## src/rtl/edt_pkg.sv

```systemverilog
// Shared types and constants for the event log de-duplication table.
package edt_pkg;

    localparam int TIME_W  = 32;
    localparam int ID_W    = 16;
    localparam int MK_W    = 8;
    localparam int PHASE_W = 16;
    localparam int STAT_W  = 3;

    localparam logic [1:0] REQ_INSERT = 2'd0;
    localparam logic [1:0] REQ_QUERY  = 2'd1;
    localparam logic [1:0] REQ_CLEAR  = 2'd2;

    localparam logic [STAT_W-1:0] ST_DUP      = 3'd0;
    localparam logic [STAT_W-1:0] ST_FREE     = 3'd1;
    localparam logic [STAT_W-1:0] ST_REPLACED = 3'd2;
    localparam logic [STAT_W-1:0] ST_NOSLOT   = 3'd3;
    localparam logic [STAT_W-1:0] ST_FOUND    = 3'd4;
    localparam logic [STAT_W-1:0] ST_NOTFOUND = 3'd5;
    localparam logic [STAT_W-1:0] ST_CLEARED  = 3'd6;

    localparam logic [ID_W-1:0]   EMPTY_ID    = 16'hFFFF;
    localparam logic [TIME_W-1:0] MAX_TIME    = 32'hFFFFFFFF;
    localparam logic [MK_W-1:0]   UCODE_RESET = 8'h00;

    // request token walking along the row of entries
    typedef struct packed {
        logic                valid;
        logic [TIME_W-1:0]   ev_time;
        logic [ID_W-1:0]     ev_id;
        logic [MK_W-1:0]     ev_marker;
        logic [PHASE_W-1:0]  ev_phase;
        logic [TIME_W-1:0]   wmin;
        logic [TIME_W-1:0]   wmax;
        logic                dup;
        logic                open_hit;
        logic                old_hit;
        logic [TIME_W-1:0]   best;
        logic                found;
        logic [TIME_W-1:0]   f_time;
        logic [ID_W-1:0]     f_id;
        logic [MK_W-1:0]     f_marker;
    } tok_t;

    // write broadcast to all entries
    typedef struct packed {
        logic                en;
        logic                clear;
        logic [TIME_W-1:0]   ev_time;
        logic [ID_W-1:0]     ev_id;
        logic [MK_W-1:0]     ev_marker;
        logic [PHASE_W-1:0]  ev_phase;
    } wr_t;

endpackage

```

## src/rtl/edt_phase.sv

```systemverilog
// Remainder of a time stamp by the multipress period, by reciprocal multiplication.
module edt_phase #(
    parameter int PERIOD = 100
) (
    input  logic                          clk,
    input  logic                          rst_n,
    input  logic                          start,
    input  logic [edt_pkg::TIME_W-1:0]    value,
    output logic                          done,
    output logic [edt_pkg::PHASE_W-1:0]   phase
);

    localparam int PROD_W = 2 * edt_pkg::TIME_W;
    localparam int QP_W   = edt_pkg::TIME_W + edt_pkg::PHASE_W;
    localparam logic [PROD_W-1:0] ONE_SHL = PROD_W'(1) << edt_pkg::TIME_W;
    // floor(2^TIME_W / PERIOD); the quotient estimate is exact or one low
    localparam logic [PROD_W-1:0] RECIP_FULL = ONE_SHL / PROD_W'(PERIOD);
    localparam logic [edt_pkg::TIME_W-1:0] RECIP_LO = RECIP_FULL[edt_pkg::TIME_W-1:0];
    localparam logic RECIP_HI = RECIP_FULL[edt_pkg::TIME_W];
    localparam logic [QP_W-1:0] PERIOD_QP = QP_W'(PERIOD);
    localparam logic [edt_pkg::PHASE_W:0] PERIOD_EXT = (edt_pkg::PHASE_W+1)'(PERIOD);

    logic [edt_pkg::TIME_W-1:0]  val_reg;
    logic [edt_pkg::TIME_W-1:0]  quo_reg;
    logic [edt_pkg::PHASE_W:0]   rem_reg;
    logic [edt_pkg::PHASE_W-1:0] phase_reg, phase_next;
    logic                        mul_vld_reg, sub_vld_reg, fix_vld_reg, done_reg;
    logic [PROD_W-1:0]           prod;
    logic [QP_W-1:0]             quo_times;
    logic [edt_pkg::TIME_W-1:0]  diff;

    always_comb
    begin
        prod = PROD_W'(val_reg) * PROD_W'(RECIP_LO);
        if (RECIP_HI)
        begin
            prod = prod + {val_reg, {edt_pkg::TIME_W{1'b0}}};
        end
        quo_times = QP_W'(quo_reg) * PERIOD_QP;
        // below twice the period, so one subtract finishes it
        diff = val_reg - quo_times[edt_pkg::TIME_W-1:0];
        if (rem_reg >= PERIOD_EXT)
        begin
            phase_next = edt_pkg::PHASE_W'(rem_reg - PERIOD_EXT);
        end
        else
        begin
            phase_next = edt_pkg::PHASE_W'(rem_reg);
        end
    end

    always_ff @(posedge clk or negedge rst_n)
    begin
        if (!rst_n)
        begin
            mul_vld_reg <= 1'b0;
            sub_vld_reg <= 1'b0;
            fix_vld_reg <= 1'b0;
            done_reg    <= 1'b0;
            val_reg     <= '0;
            quo_reg     <= '0;
            rem_reg     <= '0;
            phase_reg   <= '0;
        end
        else
        begin
            mul_vld_reg <= start;
            sub_vld_reg <= mul_vld_reg;
            fix_vld_reg <= sub_vld_reg;
            done_reg    <= fix_vld_reg;
            if (start)
            begin
                val_reg <= value;
            end
            if (mul_vld_reg)
            begin
                quo_reg <= prod[PROD_W-1:edt_pkg::TIME_W];
            end
            if (sub_vld_reg)
            begin
                rem_reg <= diff[edt_pkg::PHASE_W:0];
            end
            if (fix_vld_reg)
            begin
                phase_reg <= phase_next;
            end
        end
    end

    assign done  = done_reg;
    assign phase = phase_reg;

endmodule

```

## src/rtl/edt_cell.sv

```systemverilog
// One table entry with its stage of the request token chain.
module edt_cell #(
    parameter int IDX_W  = 3,
    parameter int MY_IDX = 0
) (
    input  logic                        clk,
    input  logic                        rst_n,
    input  logic [edt_pkg::MK_W-1:0]    ucode,
    input  edt_pkg::wr_t                wr,
    input  logic [IDX_W-1:0]            wr_idx,
    input  edt_pkg::tok_t               tok_in,
    input  logic [IDX_W-1:0]            open_idx_in,
    input  logic [IDX_W-1:0]            old_idx_in,
    output edt_pkg::tok_t               tok_out,
    output logic [IDX_W-1:0]            open_idx_out,
    output logic [IDX_W-1:0]            old_idx_out
);

    localparam logic [IDX_W-1:0] MY = IDX_W'(MY_IDX);

    logic [edt_pkg::TIME_W-1:0]  time_reg;
    logic [edt_pkg::ID_W-1:0]    id_reg;
    logic [edt_pkg::MK_W-1:0]    mk_reg;
    logic [edt_pkg::PHASE_W-1:0] phase_reg;

    edt_pkg::tok_t     tok_reg, tok_next;
    logic [IDX_W-1:0]  open_idx_reg, open_idx_next;
    logic [IDX_W-1:0]  old_idx_reg, old_idx_next;
    logic              is_empty;

    always_comb
    begin
        tok_next      = tok_in;
        open_idx_next = open_idx_in;
        old_idx_next  = old_idx_in;
        is_empty      = (id_reg == edt_pkg::EMPTY_ID) && (mk_reg == ucode);

        // query: first entry in (wmin, wmax]
        if (!tok_in.found && (time_reg > tok_in.wmin) && (time_reg <= tok_in.wmax))
        begin
            tok_next.found    = 1'b1;
            tok_next.f_time   = time_reg;
            tok_next.f_id     = id_reg;
            tok_next.f_marker = mk_reg;
        end

        // insert: lowest free slot, duplicate check, oldest with tie to higher index
        if (is_empty)
        begin
            if (!tok_in.open_hit)
            begin
                tok_next.open_hit = 1'b1;
                open_idx_next     = MY;
            end
        end
        else if ((id_reg == tok_in.ev_id) && (mk_reg == tok_in.ev_marker) &&
                 (phase_reg == tok_in.ev_phase))
        begin
            tok_next.dup = 1'b1;
        end
        else if ((time_reg < tok_in.best) || (tok_in.old_hit && (time_reg == tok_in.best)))
        begin
            tok_next.old_hit = 1'b1;
            tok_next.best    = time_reg;
            old_idx_next     = MY;
        end
    end

    always_ff @(posedge clk or negedge rst_n)
    begin
        if (!rst_n)
        begin
            tok_reg      <= '0;
            open_idx_reg <= '0;
            old_idx_reg  <= '0;
        end
        else
        begin
            tok_reg      <= tok_next;
            open_idx_reg <= open_idx_next;
            old_idx_reg  <= old_idx_next;
        end
    end

    always_ff @(posedge clk or negedge rst_n)
    begin
        if (!rst_n)
        begin
            time_reg  <= '0;
            id_reg    <= edt_pkg::EMPTY_ID;
            mk_reg    <= edt_pkg::UCODE_RESET;
            phase_reg <= '0;
        end
        else if (wr.clear)
        begin
            time_reg  <= '0;
            id_reg    <= edt_pkg::EMPTY_ID;
            mk_reg    <= ucode;
            phase_reg <= '0;
        end
        else if (wr.en && (wr_idx == MY))
        begin
            time_reg  <= wr.ev_time;
            id_reg    <= wr.ev_id;
            mk_reg    <= wr.ev_marker;
            phase_reg <= wr.ev_phase;
        end
    end

    assign tok_out      = tok_reg;
    assign open_idx_out = open_idx_reg;
    assign old_idx_out  = old_idx_reg;

endmodule

```

## src/rtl/event_log_dedup_table.sv

```systemverilog
// Event log table with duplicate rejection: one request is handled at a time.
// An insert passes through the remainder unit, which forms the time modulo
// MULTIPRESS_PERIOD by a reciprocal multiply, then the request token walks the
// row of entry cells, and the control loads the result. A query skips the
// remainder unit; a clear goes straight to the result. The input is ready again
// in the cycle after the result is loaded, and a held-off output delays that.
// A new request is taken while the previous result still waits in the output
// register. Each entry keeps its own phase, computed when it is written.
module event_log_dedup_table #(
    parameter int NUM_ENTRIES       = 8,
    parameter int MULTIPRESS_PERIOD = 100
) (
    input  logic          clk,
    input  logic          rst_n,
    input  logic          cfg_wen,
    input  logic [7:0]    cfg_wdata,     // unknown_button_code
    input  logic          s_tvalid,
    output logic          s_tready,
    input  logic [119:0]  s_tdata,       // event_time, event_id_or_delta, event_marker,
                                         // window_min, window_max
    input  logic [1:0]    s_tuser,       // req_type
    output logic          m_tvalid,
    input  logic          m_tready,
    output logic [55:0]   m_tdata,       // found_time, found_id_or_delta, found_marker
    output logic [3:0]    m_tuser        // status, follow_up
);

    localparam int IDX_W = (NUM_ENTRIES > 1) ? $clog2(NUM_ENTRIES) : 1;

    typedef enum logic [4:0] {
        S_IDLE   = 5'b00001,
        S_MOD    = 5'b00010,
        S_INJECT = 5'b00100,
        S_SCAN   = 5'b01000,
        S_FINISH = 5'b10000
    } state_t;

    state_t state_reg, state_next;

    logic [edt_pkg::MK_W-1:0]   ucode_reg;
    logic [1:0]                 req_reg;
    logic [edt_pkg::TIME_W-1:0] ev_time_reg, wmin_reg, wmax_reg;
    logic [edt_pkg::ID_W-1:0]   ev_id_reg;
    logic [edt_pkg::MK_W-1:0]   ev_mk_reg;

    logic [edt_pkg::STAT_W-1:0] res_status_reg, res_status_next;
    logic                       res_fup_reg, res_fup_next;
    logic [edt_pkg::TIME_W-1:0] res_time_reg, res_time_next;
    logic [edt_pkg::ID_W-1:0]   res_id_reg, res_id_next;
    logic [edt_pkg::MK_W-1:0]   res_mk_reg, res_mk_next;

    logic        m_tvalid_reg;
    logic [55:0] m_tdata_reg;
    logic [3:0]  m_tuser_reg;

    logic                          accept;
    logic                          phase_start, phase_done;
    logic [edt_pkg::PHASE_W-1:0]   phase;
    logic                          out_free;

    edt_pkg::tok_t     tok [0:NUM_ENTRIES];
    logic [IDX_W-1:0]  open_idx [0:NUM_ENTRIES];
    logic [IDX_W-1:0]  old_idx [0:NUM_ENTRIES];
    edt_pkg::tok_t     tail;
    edt_pkg::wr_t      wr;
    logic [IDX_W-1:0]  wr_idx;

    assign s_tready    = (state_reg == S_IDLE);
    assign accept      = s_tvalid && s_tready;
    assign phase_start = accept && (s_tuser == edt_pkg::REQ_INSERT);
    assign out_free    = !m_tvalid_reg || m_tready;
    assign tail        = tok[NUM_ENTRIES];

    edt_phase #(
        .PERIOD (MULTIPRESS_PERIOD)
    ) u_phase (
        .clk   (clk),
        .rst_n (rst_n),
        .start (phase_start),
        .value (s_tdata[31:0]),
        .done  (phase_done),
        .phase (phase)
    );

    // head of the chain
    always_comb
    begin
        tok[0]          = '0;
        tok[0].valid    = (state_reg == S_INJECT);
        tok[0].ev_time  = ev_time_reg;
        tok[0].ev_id    = ev_id_reg;
        tok[0].ev_marker = ev_mk_reg;
        tok[0].ev_phase = phase;
        tok[0].wmin     = wmin_reg;
        tok[0].wmax     = wmax_reg;
        tok[0].best     = edt_pkg::MAX_TIME;
        open_idx[0]     = '0;
        old_idx[0]      = '0;
    end

    for (genvar i = 0; i < NUM_ENTRIES; i++)
    begin : g_cell
        edt_cell #(
            .IDX_W  (IDX_W),
            .MY_IDX (i)
        ) u_cell (
            .clk          (clk),
            .rst_n        (rst_n),
            .ucode        (ucode_reg),
            .wr           (wr),
            .wr_idx       (wr_idx),
            .tok_in       (tok[i]),
            .open_idx_in  (open_idx[i]),
            .old_idx_in   (old_idx[i]),
            .tok_out      (tok[i+1]),
            .open_idx_out (open_idx[i+1]),
            .old_idx_out  (old_idx[i+1])
        );
    end

    // write broadcast: clear on transfer, store when the token leaves the row
    always_comb
    begin
        wr.clear     = accept && (s_tuser == edt_pkg::REQ_CLEAR);
        wr.en        = (state_reg == S_SCAN) && tail.valid && (req_reg == edt_pkg::REQ_INSERT)
                       && !tail.dup && (tail.open_hit || tail.old_hit);
        wr.ev_time   = ev_time_reg;
        wr.ev_id     = ev_id_reg;
        wr.ev_marker = ev_mk_reg;
        wr.ev_phase  = phase;
        wr_idx       = tail.open_hit ? open_idx[NUM_ENTRIES] : old_idx[NUM_ENTRIES];
    end

    always_comb
    begin
        state_next      = state_reg;
        res_status_next = res_status_reg;
        res_fup_next    = res_fup_reg;
        res_time_next   = res_time_reg;
        res_id_next     = res_id_reg;
        res_mk_next     = res_mk_reg;
        case (state_reg)
            S_IDLE:
            begin
                if (accept)
                begin
                    case (s_tuser)
                        edt_pkg::REQ_INSERT: state_next = S_MOD;
                        edt_pkg::REQ_QUERY:  state_next = S_INJECT;
                        edt_pkg::REQ_CLEAR:
                        begin
                            state_next      = S_FINISH;
                            res_status_next = edt_pkg::ST_CLEARED;
                            res_fup_next    = 1'b0;
                            res_time_next   = '0;
                            res_id_next     = '0;
                            res_mk_next     = '0;
                        end
                        default: state_next = S_IDLE;
                    endcase
                end
            end
            S_MOD:
            begin
                if (phase_done)
                begin
                    state_next = S_INJECT;
                end
            end
            S_INJECT:
            begin
                state_next = S_SCAN;
            end
            S_SCAN:
            begin
                if (tail.valid)
                begin
                    state_next    = S_FINISH;
                    res_fup_next  = 1'b0;
                    res_time_next = '0;
                    res_id_next   = '0;
                    res_mk_next   = '0;
                    if (req_reg == edt_pkg::REQ_QUERY)
                    begin
                        res_status_next = tail.found ? edt_pkg::ST_FOUND
                                                     : edt_pkg::ST_NOTFOUND;
                        res_time_next   = tail.f_time;
                        res_id_next     = tail.f_id;
                        res_mk_next     = tail.f_marker;
                    end
                    else if (tail.dup)
                    begin
                        res_status_next = edt_pkg::ST_DUP;
                    end
                    else if (tail.open_hit)
                    begin
                        res_status_next = edt_pkg::ST_FREE;
                        res_fup_next    = 1'b1;
                    end
                    else if (tail.old_hit)
                    begin
                        res_status_next = edt_pkg::ST_REPLACED;
                        res_fup_next    = 1'b1;
                    end
                    else
                    begin
                        res_status_next = edt_pkg::ST_NOSLOT;
                    end
                end
            end
            S_FINISH:
            begin
                if (out_free)
                begin
                    state_next = S_IDLE;
                end
            end
            default: state_next = S_IDLE;
        endcase
    end

    always_ff @(posedge clk or negedge rst_n)
    begin
        if (!rst_n)
        begin
            state_reg    <= S_IDLE;
            ucode_reg    <= edt_pkg::UCODE_RESET;
            m_tvalid_reg <= 1'b0;
        end
        else
        begin
            state_reg <= state_next;
            if (cfg_wen)
            begin
                ucode_reg <= cfg_wdata;
            end
            if ((state_reg == S_FINISH) && out_free)
            begin
                m_tvalid_reg <= 1'b1;
            end
            else if (m_tready)
            begin
                m_tvalid_reg <= 1'b0;
            end
        end
    end

    always_ff @(posedge clk)
    begin
        if (accept)
        begin
            req_reg     <= s_tuser;
            ev_time_reg <= s_tdata[31:0];
            ev_id_reg   <= s_tdata[47:32];
            ev_mk_reg   <= s_tdata[55:48];
            wmin_reg    <= s_tdata[87:56];
            wmax_reg    <= s_tdata[119:88];
        end
        res_status_reg <= res_status_next;
        res_fup_reg    <= res_fup_next;
        res_time_reg   <= res_time_next;
        res_id_reg     <= res_id_next;
        res_mk_reg     <= res_mk_next;
        if ((state_reg == S_FINISH) && out_free)
        begin
            m_tdata_reg <= {res_mk_reg, res_id_reg, res_time_reg};
            m_tuser_reg <= {res_fup_reg, res_status_reg};
        end
    end

    assign m_tvalid = m_tvalid_reg;
    assign m_tdata  = m_tdata_reg;
    assign m_tuser  = m_tuser_reg;

endmodule

```

## config.mk

```make
export PLATFORM = sky130hd
export DESIGN_NAME = event_log_dedup_table
export DESIGN_NICKNAME = d
export VERILOG_FILES = /design/src/rtl/edt_pkg.sv /design/src/rtl/edt_phase.sv /design/src/rtl/edt_cell.sv /design/src/rtl/event_log_dedup_table.sv
export SDC_FILE = /design/constraint.sdc
export NUM_CORES = 2
export LEC_CHECK = 0
export BUFFER_PORTS_ARGS = -buffer_cell sky130_fd_sc_hd__buf_2
export CORE_MARGIN = 8
export CORE_UTILIZATION = 58
export DETAILED_ROUTE_END_ITERATION = 8
export MAX_ROUTING_LAYER = met4
export PLACE_DENSITY_LB_ADDON = 0.12
export SETUP_SLACK_MARGIN = 0.02
export SYNTH_ARGS = -nofsm -noshare
export SYNTH_HDL_FRONTEND = slang
export SYNTH_HIERARCHICAL = 1
export SYNTH_SLANG_ARGS = --single-unit
```

## constraint.sdc

```tcl
create_clock -name clk -period 6 [get_ports clk]
set_clock_uncertainty 0.2 [all_clocks]
set_input_delay 0.9 -clock clk [delete_from_list [all_inputs] [get_ports clk]]
set_output_delay 0.9 -clock clk [all_outputs]
set_load 0.01 [all_outputs]
```

== Word-level counts from Yosys, hierarchy flattened ==
Index checks and enable logic that the tools add are counted.

* Add/subtract/negate cells: 2
* Multiply operators: 2
* Divide/modulo/power cells: 0
* Magnitude comparators: 25
* Equality and inequality tests: 67
* Shift-type cells: 0
* Multiplexer cells: 197
* Bitwise logic cells: 0
* Reduce and logical (&&, ||, !) cells: 95

{| class="wikitable"
|+ Operator list
! cell !! count
|-
| 2-to-1 mux 33 bit || 24
|-
| 2-to-1 mux 32 bit || 20
|-
| 2-to-1 mux 16 bit || 37
|-
| 2-to-1 mux 57 bit || 8
|-
| equality test 16 bit || 16
|-
| > comparator 32 bit || 8
|-
| less-or-equal comparator 32 bit || 8
|-
| equality test 32 bit || 7
|-
| < comparator 32 bit || 7
|-
| 2-to-1 mux 8 bit || 20
|-
| equality test 16 bit (second input constant) || 8
|-
| equality test 8 bit || 16
|-
| 2-to-1 mux 3 bit || 33
|-
| one-hot mux 32 bit (2 select lines) || 1
|-
| logical AND 1 bit || 62
|-
| multiplier 32 x 23 -> 55 bit (second input constant) || 1
|-
| 2-to-1 mux 1 bit || 38
|-
| < comparator 32 bit (second input constant) || 1
|-
| one-hot mux 16 bit (2 select lines) || 1
|-
| multiplier 26 x 5 -> 15 bit (second input constant) || 1
|-
| one-hot mux 5 bit (5 select lines) || 1
|-
| 2-to-1 mux 5 bit || 4
|-
| nonzero test 2 bit || 10
|-
| greater-or-equal comparator 17 x 7 -> 1 bit (second input constant) || 1
|-
| other kinds (24) || 55
|}

* Register bits after elaboration: 2405
* Latch bits: 0
* Bits in writable memories: 0
* ROM bits: 0
* Bits of input ports: 135
* Output and inout bits: 62
* Word-level logic and storage cells: 564
* Memories kept: 0

== Longest topological paths before layout ==
* Word-level depth: 8
* Mapped depth: 23

== Cells and area by module ==
The synthesis kept the hierarchy.

{| class="wikitable"
|+ Modules (own cells, without submodules)
! module !! times used !! cells each !! area each (sq um) !! sequential area each (sq um)
|-
| edt_cell at g_cell[3].u_cell ... || 3 || 1068 || 12924.9 || 7702.4
|-
| edt_cell at g_cell[1].u_cell ... || 2 || 1068 || 12927.4 || 7702.4
|-
| edt_phase || 1 || 1616 || 15907.8 || 2102.0
|-
| edt_cell at g_cell[0].u_cell || 1 || 1068 || 12922.4 || 7702.4
|-
| edt_cell at g_cell[4].u_cell || 1 || 1068 || 12917.4 || 7702.4
|-
| edt_cell at g_cell[7].u_cell || 1 || 1067 || 12917.4 || 7702.4
|-
| event_log_dedup_table || 1 || 392 || 8518.2 || 7618.6
|}

== Least setup slack after synthesis ==
Ideal clock, no wire load.

* Kind: reg-to-reg
* From: reg u_phase/val_reg[8] (netlist bit)
* To: reg u_phase/quo_reg[7] (netlist bit)
* Setup time: 0.120 ns
* Arrival: 6.323 ns
* Data required time: 5.680 ns
* Setup slack: -0.642 ns
* Cell stages (with the launch flop): 24
* Period minus slack after synthesis: 6.642 ns
* Cells stage by stage: dfrtp_1 > ha_1 > inv_1 > fa_1 > inv_1 > fa_1 > inv_1 > fa_1 > inv_1 > fa_1 > fa_1 > inv_1 > fa_1 > inv_1 > ha_1 > nand4_1 > nor4_1 > a221o_1 > or4_4 > o211ai_2 > a21boi_2 > o21a_1 > or3_1 > a31o_1

* Longest elaborated chain between the ends: 1

{| class="wikitable"
|+ Ends and longest elaborated chain
! what !! RTL line !! RTL
|-
| from (decl) || edt_phase.sv:23 || <nowiki>logic [edt_pkg::TIME_W-1:0] val_reg;</nowiki>
|-
| from (signal assigned) || edt_phase.sv:73 || <nowiki>val_reg <= value;</nowiki>
|-
| multiplier 32 x 23 -> 55 bit || edt_phase.sv:34 || <nowiki>prod = PROD_W'(val_reg) * PROD_W'(RECIP_LO);</nowiki>
|-
| to (signal assigned) || edt_phase.sv:77 || <nowiki>quo_reg <= prod[PROD_W-1:edt_pkg::TIME_W];</nowiki>
|-
| to (decl) || edt_phase.sv:24 || <nowiki>logic [edt_pkg::TIME_W-1:0] quo_reg;</nowiki>
|}

No other way between the ends.
A chain may end at the register's enable or synchronous reset.

== Worst setup path in the final report ==
* From: reg u_phase/val_reg[9] (netlist bit)
* To: reg u_phase/quo_reg[7] (netlist bit)

Same word-level chain as after synthesis.

==> results.cfg <==
[cells_and_area]
largest_register_ffs = 1440
fin_nets = 12260
syn_to_final_growth_pct = 13.68
drive_gt1_frac = 0.1560

[sta]
hold_violations = 0
worst_slack_ns = -0.8256
holdWs_ns = 0.06729
worstMarginPinSlew_ns = 1.177
setup_viol = 14
max_freq_mhz = 146.5
drv_slew = 0
layout_min_cycle_time_ns = 6.826
finalCritPeriodShare = 1.138
max-slew-margin-rel = 0.2114
rsz0062_at_grt = true

[grt]
grt_pass1_vias = 78930
grt_pass1_wl_um = 491400
grt_max_degree = 184
grt_antenna_before_repair = 19
grt_overflow_total = 0
track_usage = 0.3046

[detailed_routing]
drtIter0Drc = 6718
ant_nets = 0
viasPerCell = 5.631
wl_per_cell_um = 23.51
wl_um = 321500
drt_drc_violations_left = 0
vias = 77030
firstDrtPassIters = 6

[clocking]
cts_buffer_depth = 3
clockRootBuffer = clkbuf_16
cts.clk_slew.worst_paths_ns = 0.06
cts_sinks = 2404
htreeDepth = 4
insertion_delay_ns = 0.90
cts_tree = done
cts_buffers = 241

[setup_path]
slowest_stage = fa_2
slowest_delay_ns = 0.58
cp_num_buf_inv = 3
critPathCaptureType = flop
cp-start-kind = flop
crit_type = flop to flop
crit_path_frequent_cell = fa_1
cp.required_ns = 6.58
cp_top_family = adder cells
crit_fanout = 7
critical_path.cell_chain = buf_4 > ha_4 > fa_1 > fa_1 > fa_2 > fa_1 > fa_1 > inv_1 > fa_1 > inv_2 > ha_4 > nand4_1 > nor4_2 > a221o_2 > or4_4 > o211ai_4 > a21boi_2 > o21a_1 > or3_1 > a31o_1
cp.arrival_ns = 7.41

[place]
port-buffer-count = 196
dpl.hpwl_um = 244600
gp_congestion = 0.9406

[floorplanning]
ios = 197
die_x_um = 466.3
dieArea_mm2 = 0.2175
coreArea_mm2 = 0.2019
rows = 165
start_util = 0.5826
die_h_um = 466.3

[synth]
syn_area_per_cell_um2 = 11.62
syn_area_mm2 = 0.1176
netlist_instances = 10130
ys_warn_count = 6

[worst_hold_path]
hp-class = input port to flop

[status]
violations = negative setup slack
outcome = finished with violations

[job]
max-cap-violations = 0
==> cell usage in the layout (no fill, tap or decap), types with 133 or more instances in the layout <==
cell type / n
nand4_1: 278
nand2_1: 1304
edfxtp_1: 242
conb_1: 133
mux2_1: 232
buf_2: 195
nor2_1: 134
dfrtp_1: 2011
buf_4: 241
mux2_2: 469
o21ai_0: 190
nand3b_1: 133
fa_1: 249
a21oi_1: 731
clkbuf_16: 244
inv_1: 1241
xnor2_1: 362
ha_1: 1036
==> metal layers <==
layer	global-route usage	share of wire	routed length, um
met5	-	0	0
met4	0.09396	0.033	10760
met3	0.03965	0.061	19720
met2	0.4389	0.43	138900
met1	0.4541	0.47	152100
==> final cells by class <==
class,count,area [um2]
Multi-Input combinational cell,6285,51080
Inverter,1277,4803
Clock buffer,336,6942
Antenna cell,8,20.02
Sequential cell,2404,61560
Timing Repair Buffer,572,4488
Tap cell,2672,3343
Clock inverter,125,1481
Fill cell,15190,68190
==> metrics by stage <==
stage	utilization	cell area (um2)	TNS, ns	std cells	setup slack (ns)
after floorplan	-	118500	-1.267	10260	-0.3532
after global placement	0.6132	123800	-8.244	13090	-0.8864
after detailed placement	0.6132	123800	-8.551	13090	-0.8895
after CTS	0.6605	133300	-8.279	13650	-0.8398
after global routing	0.6622	133700	-10.51	13680	-0.9529
final	0.6623	133700	-8.458	13680	-0.8256
==> path summary, 6_finish.rpt <==
kind,from,to,slack [ns],cells past startpoint
hold reg to reg,g_cell[6].u_cell/tok_out[228]$_DFF_PN0_,g_cell[7].u_cell/tok_out[228]$_DFF_PN0_,0.15,0
min in group asynchronous,rst_n,g_cell[0].u_cell/tok_out[100]$_DFF_PN0_,0.44,2
max in group asynchronous,rst_n,g_cell[4].u_cell/tok_out[4]$_DFF_PN0_,3.56,3
hold / removal,s_tdata[11],ev_time_reg[11]$_DFFE_PP_,0.07,1
setup / recovery,u_phase/val_reg[9]$_DFFE_PN0P_,u_phase/quo_reg[7]$_DFFE_PN0P_,-0.83,20
setup reg to reg,u_phase/val_reg[9]$_DFFE_PN0P_,u_phase/quo_reg[7]$_DFFE_PN0P_,-0.83,20
==> what timing repair did <==
action | 4_1_cts | 5_1_grt
gates resized for setup | 43 | 50
buffers inserted | 13 | 22
pin swaps | 32 | 53
endpoints found under the setup margin | 15 | 15
hold buffers | 87 | 0
endpoints found under the hold margin | 167 | 0
Power is not shown: default switching activity piles up to over one toggle a cycle in this logic, so the estimate is an artifact.
